<file path="config.mk">
export PLATFORM = sky130hd
export DESIGN_NAME = ipv4_port_text_extractor
export DESIGN_NICKNAME = d
export VERILOG_FILES = /design/src/rtl/ipte_pkg.sv /design/src/rtl/ipv4_port_text_extractor.sv
export SDC_FILE = /design/constraint.sdc
export NUM_CORES = 1
export LEC_CHECK = 0
export ABC_CLOCK_PERIOD_IN_PS = 6200
export BUFFER_PORTS_ARGS = -buffer_cell sky130_fd_sc_hd__buf_2
export CAP_MARGIN = 20
export CORE_AREA = 3 3 129 224
export DETAILED_ROUTE_END_ITERATION = 8
export DIE_AREA = 0 0 132 227
export RECOVER_POWER = 50
export SKIP_LAST_GASP = 1
export SYNTH_ARGS = -nofsm -noshare
export SYNTH_HDL_FRONTEND = slang
export SYNTH_SLANG_ARGS = --single-unit
export TNS_END_PERCENT = 5
</file>
<file path="constraint.sdc">
create_clock -name clk_i -period 6.2 [get_ports clk_i]
set_input_delay 0.31 -clock clk_i [delete_from_list [all_inputs] [get_ports clk_i]]
set_output_delay 0.31 -clock clk_i [all_outputs]
set_load 0.03 [all_outputs]
</file>
<file path="src/rtl/ipte_pkg.sv">
`default_nettype none

package ipte_pkg;

  // character codes
  localparam logic [7:0] DotChar   = 8'h2E;
  localparam logic [7:0] ColonChar = 8'h3A;
  localparam logic [7:0] DigitZero = 8'h30;
  localparam logic [7:0] DigitNine = 8'h39;

  // length of the current digit run, saturating just above the port limit
  typedef logic [2:0] run_len_t;
  localparam run_len_t OctetDigits = 3'd3;
  localparam run_len_t PortDigits  = 3'd5;
  localparam run_len_t RunLenSat   = 3'd6;

  // number of dot-terminated groups directly in front of the current run
  typedef logic [1:0] chain_t;
  localparam int unsigned OctetCount = 4;
  localparam chain_t ChainFull = chain_t'(OctetCount - 1);

  typedef logic [3:0] digit_t;
  typedef logic [7:0] octet_t;

  // value of the last three digits, mod 256
  function automatic octet_t octet_value(digit_t d2, digit_t d1, digit_t d0);
    logic [9:0] sum;
    sum = 10'(d2) * 10'd100 + 10'(d1) * 10'd10 + 10'(d0);
    return sum[7:0];
  endfunction

endpackage

`default_nettype wire

</file>
<file path="src/rtl/ipv4_port_text_extractor.sv">
// ipv4_port_text_extractor
// Scans text one byte per transaction on the input channel (text_byte_i,
// end_of_text_i, in_valid_i/in_ready_o) and reports each non-overlapping
// leftmost-first "d.d.d.d:p" on the output channel (ipv4_address_o, port_o,
// out_valid_o/out_ready_i). A match is reported with the first non-digit
// after the port, or with the last port digit when end_of_text_i marks it.
// That terminating byte is consumed; scanning restarts after it. The end of
// text always clears the scan state.
// Throughput is one byte per cycle while in_ready_o is high: each byte only
// updates a digit run tracker and a few small registers. A result is
// registered from its input transaction into the output register.
// When the receiver stalls, one further result is held in a skid register;
// in_ready_o drops only while that skid register is occupied.
// Reset clears the scan state and both output slots; payload registers are
// not reset.
`default_nettype none

module ipv4_port_text_extractor (
  input  wire logic        clk_i,
  input  wire logic        rst_ni,
  input  wire logic        in_valid_i,
  output logic             in_ready_o,
  input  wire logic [7:0]  text_byte_i,
  input  wire logic        end_of_text_i,
  output logic             out_valid_o,
  input  wire logic        out_ready_i,
  output logic [31:0]      ipv4_address_o,
  output logic [15:0]      port_o
);
  import ipte_pkg::*;

  // scan state
  run_len_t   run_len_q, run_len_d;
  chain_t     chain_q, chain_d;
  logic       armed_q, armed_d;
  digit_t     dig_q [3];
  digit_t     dig_d [3];
  octet_t     oct_q [3];
  octet_t     oct_d [3];
  logic [31:0] addr_q, addr_d;
  logic [15:0] port_acc_q, port_acc_d;

  // output register and skid register
  logic        out_valid_q, out_valid_d;
  logic [31:0] out_addr_q, out_addr_d;
  logic [15:0] out_port_q, out_port_d;
  logic        skid_valid_q, skid_valid_d;
  logic [31:0] skid_addr_q, skid_addr_d;
  logic [15:0] skid_port_q, skid_port_d;

  logic        in_fire;
  logic        out_fire;
  logic        is_digit;
  digit_t      digit;
  run_len_t    run_len_inc;
  logic [15:0] port_next;
  octet_t      cur_octet;
  logic        found;
  logic [15:0] found_port;

  assign in_ready_o     = ~skid_valid_q;
  assign in_fire        = in_valid_i & in_ready_o;
  assign out_fire       = out_valid_q & out_ready_i;
  assign out_valid_o    = out_valid_q;
  assign ipv4_address_o = out_addr_q;
  assign port_o         = out_port_q;

  // digit decode and run accumulators
  assign is_digit    = text_byte_i inside {[DigitZero:DigitNine]};
  assign digit       = digit_t'(text_byte_i - DigitZero);
  assign run_len_inc = (run_len_q == RunLenSat) ? RunLenSat : run_len_q + 3'd1;
  assign port_next   = ((run_len_q == '0) ? 16'd0 : ((port_acc_q << 3) + (port_acc_q << 1)))
                       + 16'(digit);
  assign cur_octet   = octet_value(dig_q[2], dig_q[1], dig_q[0]);

  // per-byte scan update
  always_comb begin
    run_len_d  = run_len_q;
    chain_d    = chain_q;
    armed_d    = armed_q;
    dig_d      = dig_q;
    oct_d      = oct_q;
    addr_d     = addr_q;
    port_acc_d = port_acc_q;
    found      = 1'b0;
    found_port = port_acc_q;
    if (in_fire) begin
      if (is_digit) begin
        run_len_d  = run_len_inc;
        port_acc_d = port_next;
        if (run_len_q == '0) begin
          dig_d[2] = '0;
          dig_d[1] = '0;
        end else begin
          dig_d[2] = dig_q[1];
          dig_d[1] = dig_q[0];
        end
        dig_d[0] = digit;
        // final digit of the text may close the port
        found      = end_of_text_i && armed_q && (run_len_inc <= PortDigits);
        found_port = port_next;
      end else begin
        found     = armed_q && (run_len_q != '0) && (run_len_q <= PortDigits);
        run_len_d = '0;
        armed_d   = 1'b0;
        chain_d   = '0;
        case (text_byte_i)
          DotChar: begin
            if (run_len_q != '0) begin
              oct_d[0] = oct_q[1];
              oct_d[1] = oct_q[2];
              oct_d[2] = cur_octet;
              if (run_len_q <= OctetDigits) begin
                chain_d = (chain_q == ChainFull) ? ChainFull : chain_q + 2'd1;
              end else begin
                // a long run can only serve as the first octet
                chain_d = 2'd1;
              end
            end
          end
          ColonChar: begin
            if (chain_q == ChainFull && run_len_q != '0 && run_len_q <= OctetDigits) begin
              armed_d = 1'b1;
              addr_d  = {oct_q[0], oct_q[1], oct_q[2], cur_octet};
            end
          end
          default: begin
          end
        endcase
      end
      // a match or the end of text restarts the scan
      if (found || end_of_text_i) begin
        run_len_d = '0;
        chain_d   = '0;
        armed_d   = 1'b0;
      end
    end
  end

  // output slot and skid slot steering
  always_comb begin
    out_valid_d  = out_valid_q;
    out_addr_d   = out_addr_q;
    out_port_d   = out_port_q;
    skid_valid_d = skid_valid_q;
    skid_addr_d  = skid_addr_q;
    skid_port_d  = skid_port_q;
    if (out_fire) begin
      out_valid_d = 1'b0;
    end
    if (skid_valid_q) begin
      if (out_fire) begin
        out_valid_d  = 1'b1;
        out_addr_d   = skid_addr_q;
        out_port_d   = skid_port_q;
        skid_valid_d = 1'b0;
      end
    end else if (found) begin
      if (!out_valid_q || out_fire) begin
        out_valid_d = 1'b1;
        out_addr_d  = addr_q;
        out_port_d  = found_port;
      end else begin
        skid_valid_d = 1'b1;
        skid_addr_d  = addr_q;
        skid_port_d  = found_port;
      end
    end
  end

  // control registers
  always_ff @(posedge clk_i or negedge rst_ni) begin
    if (!rst_ni) begin
      run_len_q    <= '0;
      chain_q      <= '0;
      armed_q      <= 1'b0;
      out_valid_q  <= 1'b0;
      skid_valid_q <= 1'b0;
    end else begin
      run_len_q    <= run_len_d;
      chain_q      <= chain_d;
      armed_q      <= armed_d;
      out_valid_q  <= out_valid_d;
      skid_valid_q <= skid_valid_d;
    end
  end

  // payload registers
  always_ff @(posedge clk_i) begin
    dig_q       <= dig_d;
    oct_q       <= oct_d;
    addr_q      <= addr_d;
    port_acc_q  <= port_acc_d;
    out_addr_q  <= out_addr_d;
    out_port_q  <= out_port_d;
    skid_addr_q <= skid_addr_d;
    skid_port_q <= skid_port_d;
  end

endmodule

`default_nettype wire

</file>
==> results of run 1 <==
==> cells by family (layout without fill, tap and decap cells) <==
logic type               after synthesis  in the layout  synth area share
AO/OA/AOI/OAI                         89             89           0.07134
multiplexers                          45             45           0.06300
AND/OR/NAND/NOR                      113            113           0.07041
flip-flops                           188            188            0.6720
buffers and inverters                 38            127           0.01884
adder cells (fa/ha/maj)               41             41           0.06887
XOR/XNOR                              32             32           0.03552
==> worst max-delay path: stages, from the launching register on <==
cell and delay, ns:
dfrtp_2 0.34, buf_4 0.48, nor2b_1 0.26, nand2_1 0.11, clkbuf_1 0.86, inv_1 0.67, nand2_1 0.48, o21ai_0 0.25
mux2_2 0.31
==> placed cells by master, fill, tap and decap left out, drive strengths merged, types with 5 or more instances in the layout <==
master | synthesis | final
edfxtp | 164 | 164
clkbuf | 6 | 73
nand2 | 48 | 48
mux2 | 45 | 45
ha | 35 | 35
inv | 25 | 33
a21oi | 27 | 27
o21ai | 25 | 25
xnor2 | 23 | 23
dfxtp | 16 | 16
nor2 | 14 | 14
buf | 6 | 13
and2 | 11 | 11
xor2 | 9 | 9
dfrtp | 8 | 8
nand3 | 7 | 7
nor2b | 6 | 6
fa | 6 | 6
clkinv | 1 | 6
nor3 | 5 | 5
==> repair_timing <==
action / in CTS / in global routing
setup endpoints to repair: 0 / 0
hold endpoints to repair: 8 / 0
hold buffers: 1 / 0
==> layout make-up <==
type | instances | area [um2]
fill | 2670 | 17920
sequential | 188 | 5446
multi-input combinational | 320 | 2524
tap | 369 | 461.7
clock buffer | 17 | 425.4
timing repair buffer | 70 | 297.8
clock inverter | 14 | 148.9
inverter | 26 | 97.59
==> sequential cells by signal, indices dropped and copies added, names as in the netlist <==
name            cells
addr_q             32
armed_q             1
chain_q             2
dig_q              12
ipv4_address_o     32
oct_q              24
out_valid_o         1
port_acc_q         16
port_o             16
run_len_q           3
skid_addr_q        32
skid_port_q        16
skid_valid_q        1
==> final timing paths <==
path,cells after the start,to
worst max register to register,8,port_o[8]
max in group asynchronous,2,skid_valid_q
min in group asynchronous,2,out_valid_o
worst min register to register,0,addr_q[29]
worst max-delay path,8,port_o[8]
worst min-delay path,2,skid_valid_q
==> routing by layer <==
layer,track usage,vias up,wire (um)
met5,0,-,0
met2,0.2012,78,8424
met1,0.1105,2171,6009
met4,0.04815,0,461
met3,0.02410,28,489
li1,-,2188,-
==> through the flow <==
step                      cells  hold slack [ns]  cell area, um2    util
after global placement      971           0.1679            8890  0.3253
after global routing       1004          0.06865            9402  0.3440
final                      1004          0.07124            9402  0.3440
after detailed placement    971           0.1781            8890  0.3253
after floorplan             546          0.01441            8103       -
after CTS                  1003          0.05183            9474  0.3467
==> power by group <==
part,internal [mW],switching [mW],total [mW]
clock,0.568,0.497,1.07
combinational,0.0340,0.0480,0.0820
sequential,1.37,0.00750,1.38
total,1.97,0.553,2.52
==> results.toml, run 1 <==
[status]
outcome = "finished clean"

[yosys]
synth_most_common_cell = "edfxtp_1"
synth_top_area_cell = "edfxtp_1"
ys_types = 66
synthesis.instances = 546
async_flop_share = 0.04255
synth_top_area_frac = 0.6078
synth-edff-count = 164
synth_flop_cell = "edfxtp_1"
ys.warnings.count = 0
synth_area_leaders = "edfxtp_1, mux2_2, ha_1"
synth_area_um2 = 8103
yosys-top-cells-count = "edfxtp_1, nand2_1, mux2_2"
syn_area_per_cell_um2 = 14.84
yosys_register_bits = 188
ys_seq_area_frac = 0.6720
syn-num-nets = 600

[floorplan]
die_w_um = 132
num_io_pins = 63
core_area_um2 = 27330
die-height_um = 227
rows = 80
dieArea_um2 = 29960
start_util = 0.2965

[critical_path]
critPathKind = "reg2reg"
reg2reg_slack_ns = 2.16
critPathLaunch = "skid_valid_q"
arrival_ns = 4.23
startpoint_type = "flop"
cp_data_required_time_ns = 6.38
rr_startpoint = "skid_valid_q"
cp_max_fo = 44
cp-end-kind = "flop"

[sta]
worstMarginPinSlew_ns = 1.406
clock_skew_ns = 0.008981
finalSetupTns_ns = 0
hold_viol = 0
min_period_ns = 4.041
fin_ws_ns = 2.159
drv_slew = 0
fmax_mhz = 247.5
fin_crit_sh = 0.6518
slew_headroom = 0.06278
rsz0062_at_grt = "false"
finalSetupViolCount = 0

[cells_and_area]
final_nets = 677
area_growth_pct = 16.03
drive_above_1_share = 0.1622
diodes = 0

[clock_tree]
cts_tree = "built"
clock_sinks = 188
cts_resized = 0
cts_root_buf = "clkbuf_16"
insertion_delay_ns = 0.43
cts_buffer_depth = 2
cts_max_level = 4
post_cts_buffers = 0
clkTransAtPathRegs_ns = 0.07
cts_made_buffers = 17

[grt]
gr-usage-all-layers = 0.1059
grt_max_degree = 49
antenna_found_initial = 0
overflow = 0
grt_first_pass_wirelength_um = 24610
grt_pass1_vias = 4673

[pwr]
total_leakage_power_nw = 3.241
power_density_nw_per_um2 = 268.4
power.total_mw = 2.523
vdd_drop_max_uv = 210.2

[route]
viasPerCell = 4.447
first_iter_violations = 291
via_count = 4465
route.detailed.drc = 0
routedWlPerCell_um = 15.32
dr.pass1.iters = 4
ant_nets = 0
wl_um = 15390

[placed_design]
globalplace.congestion = 0.8415
port_buffers = 62
dp_hpwl_um = 10520
dp_worst_setup_slack_ns = 2.168

[flow_run]
maxCapViolCount = 0

[min_path]
min-delay-start = "out_ready_i"
hp-class = "in2reg"
Note: power is estimated with default switching activity, not from simulation.
==> run 2, diff against run 1 <==
Settings changed: ABC_AREA set to 1, ABC_CLOCK_PERIOD_IN_PS 6200 to 3300, CORE_AREA 3 3 129 224 to 3 3 130 226, DIE_AREA 0 0 132 227 to 0 0 133 229.
Clock period 6.2 ns to 3.3 ns, I/O delays scaled along.
==> run 2 against run 1 <==
  * Synthesized cell count grew 36%
  * Register-to-register slack worse by 1.8 ns
  * Global-route usage up 0.46 points
  * Sequential share of layout area is 1.3 points lower
  * Utilization is 0.12 points higher
  * Largest cell class unchanged
  * Non-clock buffer count grew 4
  * Largest power group unchanged
  * Highest routed layer unchanged
  * Combinational power grew to 3.7 times the previous value
  * Sequential power up 91%
==> results.toml, run 2 <==
[yosys]
synth_area_leaders = "edfxtp_1, nand2_1, ha_1"
synthesis.instances = 740
ys_types = 43
synth_top_area_cell = "edfxtp_1"
synth_top_area_frac = 0.5945
synth_area_um2 = 8284
ys.warnings.count = 0
synth-edff-count = 164
synth_most_common_cell = "nand2_1"
yosys-top-cells-count = "nand2_1, edfxtp_1, inv_1"
synth_flop_cell = "edfxtp_1"
ys_seq_area_frac = 0.6573
syn_area_per_cell_um2 = 11.19
async_flop_share = 0.04255
syn-num-nets = 794
yosys_register_bits = 188

[cells_and_area]
drive_above_1_share = 0.08544
finalNonFillerCells = 1204
fillerInstances = 2770
final_nets = 872
area_growth_pct = 16.16
layout_common_cells = "nand2_1, edfxtp_1, inv_1, clkbuf_1, nor2_1"
layout_commonest_cell = "nand2_1"
diodes = 0

[clock_tree]
cts_made_buffers = 17
cts_buffer_depth = 2
post_cts_buffers = 0
insertion_delay_ns = 0.44
cts_root_buf = "clkbuf_16"
clock_sinks = 188
cts_tree = "built"
cts_resized = 0
clkTransAtPathRegs_ns = 0.07
cts_max_level = 4
cts_hold_buf = 3

[pwr]
power.total_mw = 4.866
total_leakage_power_nw = 3.765
vdd_drop_max_uv = 522.0
power_density_nw_per_um2 = 505.7

[route]
routedWlPerCell_um = 13.30
wl_um = 16010
via_count = 5132
ant_nets = 0
dr.pass1.iters = 4
route.detailed.drc = 0
viasPerCell = 4.262
first_iter_violations = 311

[floorplan]
start_util = 0.2972
core_area_um2 = 27870
dieArea_um2 = 30460
die-height_um = 229
die_w_um = 133
num_io_pins = 63
rows = 81

[critical_path]
cp-end-kind = "flop"
cp.buffers_inverters = 2
crit_top_cell = "nand2_1"
critPathKind = "reg2reg"
cpPeakStageDelay_ns = 0.43
crit_slowest_cell = "fa_1"
cp_max_fo = 14
crit_family = "simple AND/OR/NAND/NOR gates"
cp_data_required_time_ns = 3.48
startpoint_type = "flop"
crit_chain = "inv_1 -> ha_1 -> nand2_4 -> buf_4 -> nand2_1 -> fa_1 -> nor2_1 -> o21ai_2 -> nor2_2 -> nand3_2 -> nor2_4 -> nand3_2 -> nor2_1 -> nand3_1 -> nand2_1 -> nand2_1 -> nand3_1 -> nand2_1"
arrival_ns = 3.13

[sta]
fin_crit_sh = 0.8923
finalSetupTns_ns = 0
hold_viol = 0
holdWs_ns = 0.08141
slew_headroom = 0.2167
fmax_mhz = 339.6
rsz0062_at_grt = "false"
worstMarginPinSlew_ns = 1.175
finalSetupViolCount = 0
drv_slew = 0
clock_skew_ns = 0.01658
min_period_ns = 2.945

[grt]
antenna_found_initial = 0
grt_first_pass_wirelength_um = 26250
gr-usage-all-layers = 0.1105
overflow = 0
grt_pass1_vias = 5194
grt_max_degree = 54

[placed_design]
port_buffers = 62
globalplace.congestion = 0.8344
numPlacedInstances = 1169
dp_hpwl_um = 11360

[min_path]
hp-class = "in2reg"

[status]
outcome = "finished clean"

[flow_run]
maxCapViolCount = 0
run 2: cell count changes after synthesis, sizes merged, moves of 11 or more:
cell / before / now
nand2: 48 / 241
and2: 11 / 0
nor2: 14 / 60
xnor2: 23 / 7
inv: 25 / 73
mux2: 45 / 0
nand3: 7 / 34
run 2: final timing paths:
path	start	end	slack (ns)	depth (start not counted)
worst min-delay path	end_of_text_i	run_len_q[2]	0.08	4
worst min register to register	oct_q[17]	addr_q[25]	0.42	0
worst max-delay path	run_len_q[0]	port_o[15]	0.36	18
worst max register to register	run_len_q[0]	port_o[15]	0.36	18
min in group asynchronous	rst_ni	chain_q[0]	0.19	2
max in group asynchronous	rst_ni	run_len_q[0]	2.78	2
run 2: worst reg2reg max path: stages, from the launching register on:
cell and delay (ns):
dfrtp_1 0.37, inv_1 0.09, ha_1 0.23, nand2_4 0.07, buf_4 0.20, nand2_1 0.12, fa_1 0.43, nor2_1 0.15
o21ai_2 0.08, nor2_2 0.12, nand3_2 0.12, nor2_4 0.12, nand3_2 0.09, nor2_1 0.13, nand3_1 0.08, nand2_1 0.09
nand2_1 0.05, nand3_1 0.08, nand2_1 0.07
run 2: cells by family (layout without fill, tap and decap cells):
group	count (synthesis)	count (layout)	synth area share
xor gates and xnor gates	17	17	0.01797
buffers and inverters	88	179	0.04153
adders and majority gates	41	41	0.06736
AOI/OAI and AO/OA	53	53	0.03731
muxes	1	1	0.001208
and+or+nand+nor	352	352	0.1773
DFF	188	188	0.6573
run 2: layout make-up:
type                            count  area, um2  share of cell area
Clock buffer                       18      429.2             0.04460
Clock inverter                     14      128.9             0.01339
Inverter                           73      274.0             0.02847
Multi-Input combinational cell    464       2517              0.2616
Sequential cell                   188       5445              0.5659
Tap cell                          373      466.7             0.04850
Timing Repair Buffer               74      361.6             0.03758
run 2: report_power, final:
part	total, mW	internal (mW)	switching (mW)	leakage (nW)
registers	2.64	2.60	0.0318	1.73
clock network	1.93	0.993	0.934	0.269
logic	0.304	0.117	0.187	1.77
run 2: metrics by stage:
| step | util | worst slack, ns | instance area, um2 |
|---|---|---|---|
| after floorplan | - | -0.4433 | 8287 |
| after global placement | 0.3268 | 0.3859 | 9109 |
| after detailed placement | 0.3268 | 0.3542 | 9109 |
| after CTS | 0.3479 | 0.3474 | 9697 |
| after global routing | 0.3453 | 0.09307 | 9623 |
| final | 0.3453 | 0.3553 | 9623 |
run 2: metal layers:
| layer | GRT usage | up-vias | wire, um | part of all wire |
|---|---|---|---|---|
| met5 | 0 | - | 0 | 0 |
| met4 | 0.05234 | 0 | 336 | 0.021 |
| li1 | - | 2626 | - | - |
| met2 | 0.1986 | 86 | 8518 | 0.53 |
| met3 | 0.02681 | 18 | 579 | 0.036 |
| met1 | 0.1208 | 2402 | 6579 | 0.41 |
==> run 3, diff against run 2 <==
Settings changed: PLACE_DENSITY_LB_ADDON set to 0.25.
==> run 3 against run 2 <==
  * Total power increased by 2.9%
  * Sequential power hardly changed
  * Register-to-register slack got worse by 0.04 ns
  * Sequential cell count unchanged
  * Worst hold slack better by 0.024 ns
  * Worst setup slack lost 0.036 ns
  * Cell area grew 0.69%
  * Clock skew decreased by 0.0072 ns
  * Die area unchanged
  * Final cell count increased by 0.17%
  * Clock power is 6% higher
==> results.toml, run 3 (synthesized netlist as in run 2, its figures left out) <==
[critical_path]
cp_max_fo = 4
cp_data_required_time_ns = 3.48
cp-end-kind = "flop"
critPathKind = "reg2reg"
cp.buffers_inverters = 3
arrival_ns = 3.16
cpPeakStageDelay_ns = 0.39
crit_family = "simple AND/OR/NAND/NOR gates"
crit_chain = "inv_1 -> ha_1 -> nand2_4 -> inv_2 -> nor2_1 -> ha_1 -> inv_1 -> fa_1 -> nor2_1 -> o21ai_2 -> nor2_2 -> nand3_2 -> nor2_4 -> nand3_2 -> nor2_1 -> nand3_1 -> nand2_1 -> nand2_1 -> nand3_1 -> nand2_1"
crit_slowest_cell = "fa_1"
startpoint_type = "flop"

[clock_tree]
clock_sinks = 188
insertion_delay_ns = 0.43
cts_root_buf = "clkbuf_16"
cts_tree = "built"
cts_made_buffers = 17
clkTransAtPathRegs_ns = 0.07
cts_max_level = 4
cts_resized = 0
cts_buffer_depth = 2

[placed_design]
port_buffers = 62
placed_area_um2 = 9101
globalplace.congestion = 0.8813
dp_hpwl_um = 11970

[grt]
gr-usage-all-layers = 0.1160
use_met1 = 0.1228
gr-usage-met3 = 0.02703
use_met2 = 0.2139
grt_max_degree = 54
overflow = 0
antenna_found_initial = 0
grt_first_pass_wirelength_um = 27230
busiest_layer = "met2"
grt_pass1_vias = 5352

[route]
viasPerCell = 4.271
ant_nets = 0
routedWlPerCell_um = 14.03
dr.pass1.iters = 4
wl_um = 16930
route.detailed.drc = 0
first_iter_violations = 313
via_count = 5151

[floorplan]
dieArea_um2 = 30460
num_io_pins = 63
start_util = 0.2972
rows = 81
die-height_um = 229
die_w_um = 133
core_area_um2 = 27870

[sta]
worstMarginPinSlew_ns = 1.204
drv_slew = 0
finalSetupTns_ns = 0
fmax_mhz = 335.4
finalSetupViolCount = 0
fin_crit_sh = 0.9034
rsz0062_at_grt = "false"
clock_skew_ns = 0.009432
slew_headroom = 0.1975
hold_viol = 0
min_period_ns = 2.981

[cells_and_area]
drive_above_1_share = 0.09004
diodes = 0
layout_commonest_cell = "nand2_1"
final_nets = 874
area_growth_pct = 16.96
layout_common_cells = "nand2_1, edfxtp_1, inv_1, clkbuf_1, nor2_1"
postLayoutCellArea_um2 = 9689

[min_path]
hp-class = "in2reg"

[flow_run]
maxCapViolCount = 0

[status]
outcome = "finished clean"

[pwr]
vdd_drop_max_uv = 360.5
power_density_nw_per_um2 = 516.6
total_leakage_power_nw = 3.803
==> run 3: cell types whose count changed in the layout (fill, tap and decap cells not counted) <==
| cell | change |
|---|---|
| inv_1 | -1 |
| inv_8 | -4 |
| inv_2 | +1 |
| clkinv_1 | -1 |
| clkinv_8 | -1 |
| buf_4 | +2 |
| clkbuf_16 | +3 |
| inv_6 | +2 |
| clkinv_4 | -2 |
| clkbuf_8 | +3 |
==> run 3: cell type report <==
| cell class | instances | area [um2] |
|---|---|---|
| flip-flops and latches | 188 | 5445 |
| inverters | 73 | 274.0 |
| repair buffers | 76 | 376.6 |
| fillers | 2807 | 18180 |
| well taps | 373 | 466.7 |
| multi-input cells | 464 | 2517 |
| clock inverters | 8 | 63.81 |
| clock buffers | 24 | 545.5 |
==> run 3: stage by stage <==
step	hold WS, ns	util	total power [mW]	cells	setup slack (ns)
2_1_floorplan	-0.1306	-	2.906	740	-0.4433
3_3_place_gp	0.02194	0.3266	2.999	1168	0.3052
3_5_place_dp	0.02589	0.3266	3.000	1168	0.2220
4_1_cts	0.01093	0.3495	5.076	1203	0.1847
5_1_grt	0.1116	0.3477	5.208	1206	0.02918
6_report	0.1053	0.3477	5.005	1206	0.3189
==> run 3: routing by layer <==
metal	wire [um]	part of all wire
met4	571	0.034
met3	596	0.035
met2	9190	0.54
met5	0	0
met1	6567	0.39
==> run 3: path summary, 6_finish.rpt <==
check,from,endpoint,slack (ns),cells after the start
worst max register to register,run_len_q[0],port_o[15],0.32,20
worst max-delay path,run_len_q[0],port_o[15],0.32,20
min in group asynchronous,rst_ni,chain_q[0],0.19,2
worst min register to register,oct_q[20],addr_q[28],0.42,0
worst min-delay path,end_of_text_i,chain_q[0],0.11,4
max in group asynchronous,rst_ni,run_len_q[1],2.78,2
==> run 3: timing repair <==
item	4_1_cts	5_1_grt
hold buffers	3	0
hold endpoints to repair	10	0
endpoints found under the setup margin	0	4
setup buffers	0	3
==> run 3: worst min-delay path: cells and delay by family <==
| family | cells | cell delay (ns) |
|---|---|---|
| buf+inv | 1 | 0.10 |
| simple gates | 2 | 0.15 |
| compound gates | 1 | 0.08 |
==> run 3: power breakdown <==
group	internal (mW)	switching, mW	total, mW
sequential	2.60	0.0340	2.64
clock	1.17	0.882	2.05
combinational	0.118	0.195	0.313
